`config.mk`:
```
export PLATFORM = sky130hd
export DESIGN_NAME = kwl_ctrl
export DESIGN_NICKNAME = d
export VERILOG_FILES = /design/src/rtl/core/kwl_pkg.sv /design/src/rtl/core/kwl_ctrl.sv
export SDC_FILE = /design/constraint.sdc
export NUM_CORES = 1
export LEC_CHECK = 0
export BUFFER_PORTS_ARGS = -buffer_cell sky130_fd_sc_hd__clkbuf_2
export CORE_AREA = 3 3 40 42
export CTS_BUF_LIST = sky130_fd_sc_hd__clkbuf_16
export CTS_CLUSTER_SIZE = 28
export DETAILED_ROUTE_END_ITERATION = 12
export DIE_AREA = 0 0 43 45
export PLACE_DENSITY = 0.47
export SLEW_MARGIN = 30
export SYNTH_ARGS = -nofsm -noshare
export SYNTH_HDL_FRONTEND = slang
export SYNTH_SLANG_ARGS = --single-unit
export TNS_END_PERCENT = 5
```
`constraint.sdc`:
```
create_clock -name clk -period 1.1 [get_ports clk]
set_clock_uncertainty 0.1 [all_clocks]
set_input_delay 0.165 -clock clk [delete_from_list [all_inputs] [get_ports clk]]
set_output_delay 0.165 -clock clk [all_outputs]
set_load 0.02 [all_outputs]
```
`src/rtl/core/kwl_pkg.sv`:
```
`timescale 1ns / 1ps
package kwl_pkg;

  localparam int CAPACITY_DEF = 64;
  localparam int ID_W = 31;
  localparam int SHIFT_W = 8;
  localparam int NAME_W = 64;
  localparam int ENTRY_W = ID_W + SHIFT_W + 2 * NAME_W;
  localparam int COUNT_W = 7;

  typedef enum logic [2:0] {
    CMD_APPEND = 3'd0,
    CMD_REMOVE = 3'd1,
    CMD_PURGE  = 3'd2,
    CMD_LOOKUP = 3'd3,
    CMD_COUNT  = 3'd4
  } cmd_t;

  typedef enum logic [1:0] {
    ST_OK      = 2'd0,
    ST_MISSING = 2'd1,
    ST_FULL    = 2'd2
  } status_t;

  typedef enum logic [2:0] {
    S_IDLE,
    S_READ,
    S_CHECK,
    S_DONE
  } state_t;

  // Commands from the controller to the datapath.
  typedef struct packed {
    logic capture;
    logic append;
    logic rd_issue;
    logic check;
    logic finish;
    logic out_take;
  } ctl_t;

  // Status from the datapath to the controller.
  typedef struct packed {
    logic full;
    logic scan_end;
    logic hit_stop;
    logic out_busy;
  } sts_t;

endpackage

```
`src/rtl/core/kwl_ctrl.sv`:
```
`timescale 1ns / 1ps
module kwl_ctrl (
  input  logic            clk,
  input  logic            rst_n,
  input  logic            in_valid,
  output logic            in_ready,
  input  logic [2:0]      in_command,
  input  logic            out_ready,
  input  kwl_pkg::sts_t   sts,
  output kwl_pkg::ctl_t   ctl
);

  kwl_pkg::state_t state_r, state_nxt;

  always_ff @(posedge clk) begin
    if (!rst_n) begin
      state_r <= kwl_pkg::S_IDLE;
    end else begin
      state_r <= state_nxt;
    end
  end

  always_comb begin
    state_nxt = state_r;
    ctl       = '0;
    in_ready  = 1'b0;
    ctl.out_take = out_ready;
    case (state_r)
      kwl_pkg::S_IDLE: begin
        in_ready = !sts.out_busy;
        if (in_valid && !sts.out_busy) begin
          ctl.capture = 1'b1;
          if (in_command == kwl_pkg::CMD_REMOVE || in_command == kwl_pkg::CMD_PURGE ||
              in_command == kwl_pkg::CMD_LOOKUP) begin
            state_nxt = kwl_pkg::S_READ;
          end else begin
            ctl.append = (in_command == kwl_pkg::CMD_APPEND);
            state_nxt = kwl_pkg::S_DONE;
          end
        end
      end
      kwl_pkg::S_READ: begin
        if (sts.scan_end) begin
          state_nxt = kwl_pkg::S_DONE;
        end else begin
          ctl.rd_issue = 1'b1;
          state_nxt = kwl_pkg::S_CHECK;
        end
      end
      kwl_pkg::S_CHECK: begin
        ctl.check = 1'b1;
        // A lookup stops at its first hit; otherwise the walk goes on.
        if (sts.hit_stop) begin
          state_nxt = kwl_pkg::S_DONE;
        end else begin
          state_nxt = kwl_pkg::S_READ;
        end
      end
      kwl_pkg::S_DONE: begin
        ctl.finish = 1'b1;
        state_nxt = kwl_pkg::S_IDLE;
      end
      default: state_nxt = kwl_pkg::S_IDLE;
    endcase
  end

endmodule

```
-- Word-level counts from Yosys, hierarchy flattened
Cells that the tools add are included.
- register bits after elaboration: 3
- bits of input ports: 11
- output and inout port bits: 7
- logic and storage cells: 27
- equal/unequal tests: 7
- muxes and demuxes: 13
- reductions and logical operators: 6
- operators by type and width (cell ; number):
    equality test 3 x 2 -> 1 bit, second input constant ; 4
    case mux 3 bit (3 select lines) ; 1
    two-way mux 2 bit ; 4
    two-way mux 1 bit ; 7
    equality test 3 x 1 -> 1 bit, second input constant ; 2
    logical NOT 3 bit ; 2
    two-way mux 3 bit ; 1
    logical OR 1 bit ; 2
    inequality test 2 bit, second input constant ; 1
    logical AND 1 bit ; 1
    logical NOT 1 bit ; 1

-- Longest topological paths before layout
- word-level depth: 6
- depth in mapped cells: 3
- mapped depth without buffers: 3

-- Least setup slack after synthesis
No wires, ideal clock.
- path kind: reg-to-output
- from: register state_r[0]
- to: output port ctl[4] (netlist name)
- arrival: 1248 ps
- required time: 835 ps
- path slack: -413 ps
- stages on the path, launching flop included: 4
- buffers on the path: 0
- path through: dfxtp_1 > nor3_2 > and2_2 > and3b_1
- RTL lines (element ; line ; source):
    start, declared ; kwl_ctrl.sv:13 ; kwl_pkg::state_t state_r, state_nxt;
    start signal, assigned ; kwl_ctrl.sv:17 ; state_r <= kwl_pkg::S_IDLE;
    start signal, assigned ; kwl_ctrl.sv:19 ; state_r <= state_nxt;
    end, declared ; kwl_ctrl.sv:10 ; output kwl_pkg::ctl_t ctl

==> run_results.csv <==
group,metric,value,unit
floorplan,ios,18,
cells_and_area,antenna-diode-count,0,
drt,viasPerCell,3.732,
worst_setup_path,r2r-end,"state_r[1]$_SDFFE_PN0P_",
floorplan,start_util,11.98,%
placement,io_buffers,14,
drt,drt-initial-drc-count,2,
worst_setup_path,crit_path_start_kind,"flop",
synth,synth.cell_area,153.9,sq um
job,maxCapViolations,0,
floorplan,dieArea,1935,sq um
sta,fin_crit,1.476,ns
clock_network,cts_hold_buf,0,
clock_network,cts_tree,"yes",
worst_setup_path,crit_path_top_delay_cell,"dfxtp_4",
sta,period_share,134.2,%
floorplan,rows,13,
sta,setup_viol,7,
cells_and_area,largest_reg_flops,2,
worst_setup_path,critPathMaxFanout,5,
pwr,leakage,0.2026,nW
sta,slew-limit-headroom,90.60,%
drt,drc,0,
synth,synth_nets,30,
worst_setup_path,reg2reg_from,"state_r[1]$_SDFFE_PN0P_",
synth,syn_avg_cell_area,8.100,sq um
floorplan,die_w,43,um
worst_setup_path,worstPathArrival,1.21,ns
hold_path,hold_class,"input port to flop",
worst_setup_path,reg2reg_slack,-0.12,ns
clock_network,clk_latency,0.22,ns
global_route,overflow,0,
clock_network,h-tree-depth,1,
floorplan,die_h,45,um
clock_network,numCtsBuffers,3,
sta,worst_pin_slew,0.1404,ns
cells_and_area,utilization,30.96,%
drt,totalWireLength,551,um
synth,synth_seq_area_share,26.02,%
cells_and_area,layout-drive-gt1-share,68.29,%
pwr,irDropWorstVdd,0.6669,mV
clock_network,cts.reportedPaths.clkPinSlew,0.03,ns
cells_and_area,fillers,128,
cells_and_area,syn_to_final_growth,158.5,%
placement,place_ws,-0.1579,ns
pwr,power_density,1957,nW/um^2
run_status,status,"complete, but fails checks",
worst_setup_path,critPathMaxStageDelay,0.35,ns
sta,layout_setup_ws,-0.3765,ns
drt,routedWlPerCell,9.839,um
worst_setup_path,endpoint,"ctl[4]",
cells_and_area,fin_nets,54,
worst_setup_path,startpoint,"state_r[0]$_SDFFE_PN0P_",
synth,yosys_warnings,0,
worst_setup_path,critPathKind,"flop to output pin",
synth,ys_seq_elements,2,
drt,first_pass_iters,2,
placement,routabilityCongestion,0.7148,
sta,clock.fmax,677.3,MHz
synth,syn_inst,19,
drt,vias,209,
floorplan,core,1285,sq um
drt,ant_nets,0,
sta,rsz0062_at_grt,"true",
global_route,grt_pass1_vias,208,
worst_setup_path,r2r_cells,5,
clock_network,clockBufferDepth,2,
global_route,grt_first_pass_wirelength,938,um
global_route,grt_max_degree,6,
sta,finalHoldViolations,0,
cells_and_area,regMostFlops,"state_r",
run_status,violations,"negative setup slack",
worst_setup_path,end_kind,"output pin",
worst_setup_path,crit_chain,"nor3_4, and2_4, and3b_2, buf_8",
clock_network,root_buffer,"clkbuf_16",
cells_and_area,reg_top3,"state_r x2",
global_route,grt_usage,7.571,%
synth,synth_cell_types,14,
clock_network,cts.sinks,2,
sta,drv_slew,0,
global_route,grt_antenna_before_repair,0,
worst_setup_path,critical_path_required,0.83,ns
[metrics by stage]
step                      std cells  power [mW]  hold slack, ns  setup TNS [ns]  area (sq um)
after floorplan                  19      0.1554          0.2113         -0.3067         163.9
after global placement           51      0.2086          0.2308         -0.5448         275.3
after detailed placement         51      0.2089          0.2308         -0.5440         275.3
after CTS                        54      0.7781         0.08910          -1.803         375.4
after global routing             56      0.8162          0.1034          -2.316         397.9
final                            56      0.7786         0.09167          -1.914         397.9
[worst max-delay path: cells and delay by family, from the launching register on]
| kind | cells | cell delay (ns) |
|---|---|---|
| buffers and inverters | 1 | 0.11 |
| AND/OR/NAND/NOR | 3 | 0.53 |
| flip-flops | 1 | 0.35 |
[cell usage in the layout (no fill, tap or decap)]
cell type	count
a21boi_0	1
dfxtp_2	1
and3b_2	1
o21bai_1	1
buf_2	1
nor3_4	1
and2b_1	2
buf_6	3
clkbuf_16	3
clkbuf_2	9
and2_1	1
a21oi_1	1
buf_4	6
a21boi_1	1
o211ai_1	1
buf_8	1
nand2_1	1
and2_4	1
dfxtp_4	1
nor2b_1	2
nor2_1	2
[Yosys cell counts, drive strengths merged]
master	count	area (sq um)
a21oi	1	5.000
and3b	1	8.760
o211ai	1	7.510
nor2	2	7.510
buf	1	7.510
nor3	1	10.01
nor2b	2	12.51
and2	2	13.77
nand2	1	3.750
dfxtp	2	40.04
o21bai	1	7.510
and2b	2	15.01
a21boi	2	15.01
[timing repair]
action,4_1_cts,5_1_grt
gates cloned,0,0
resized for setup,8,6
endpoints found under the setup margin,7,8
setup buffers,0,2
pin swaps,1,3
[worst min path at each step]
stage,from,endpoint,depth (start not counted)
2_1_floorplan,rst_n,state_r[1]$_SDFFE_PN0P_,1
3_3_place_gp,out_ready,ctl[0],0
3_5_place_dp,out_ready,ctl[0],0
4_1_cts,rst_n,state_r[0]$_SDFFE_PN0P_,2
5_1_grt,rst_n,state_r[0]$_SDFFE_PN0P_,2
6_report,sts[2],state_r[0]$_SDFFE_PN0P_,3
[routing by layer]
metal  track usage [%]  vias up  wire length [um]
li1                  -      113                 -
met1             8.894       80               251
met2             8.982       16               198
met3             7.171        0               101
met4             3.614        0                 0
met5                 0        -                 0
[power by group]
part | internal (mW) | switching (mW) | total, mW
registers | 0.0821 | 0.0108 | 0.0929
clock network | 0.462 | 0.0819 | 0.544
logic | 0.0845 | 0.0569 | 0.141
total | 0.629 | 0.150 | 0.779
[logic make-up (layout without fill, tap and decap cells)]
kind of cell | Yosys count | count (layout) | synth area share (%)
simple gates | 11 | 11 | 46.34
buf+inv | 1 | 23 | 4.880
compound gates | 5 | 5 | 22.76
flops | 2 | 2 | 26.02
[layout make-up]
type / instances / area (sq um) / share of cell area [%]
Timing Repair Buffer: 20 / 143.9 / 36.16
Multi-Input combinational cell: 16 / 115.1 / 28.93
Clock buffer: 3 / 75.07 / 18.87
Sequential cell: 2 / 45.04 / 11.32
Tap cell: 15 / 18.77 / 4.717
Note: power is estimated with default switching activity, not from simulation.
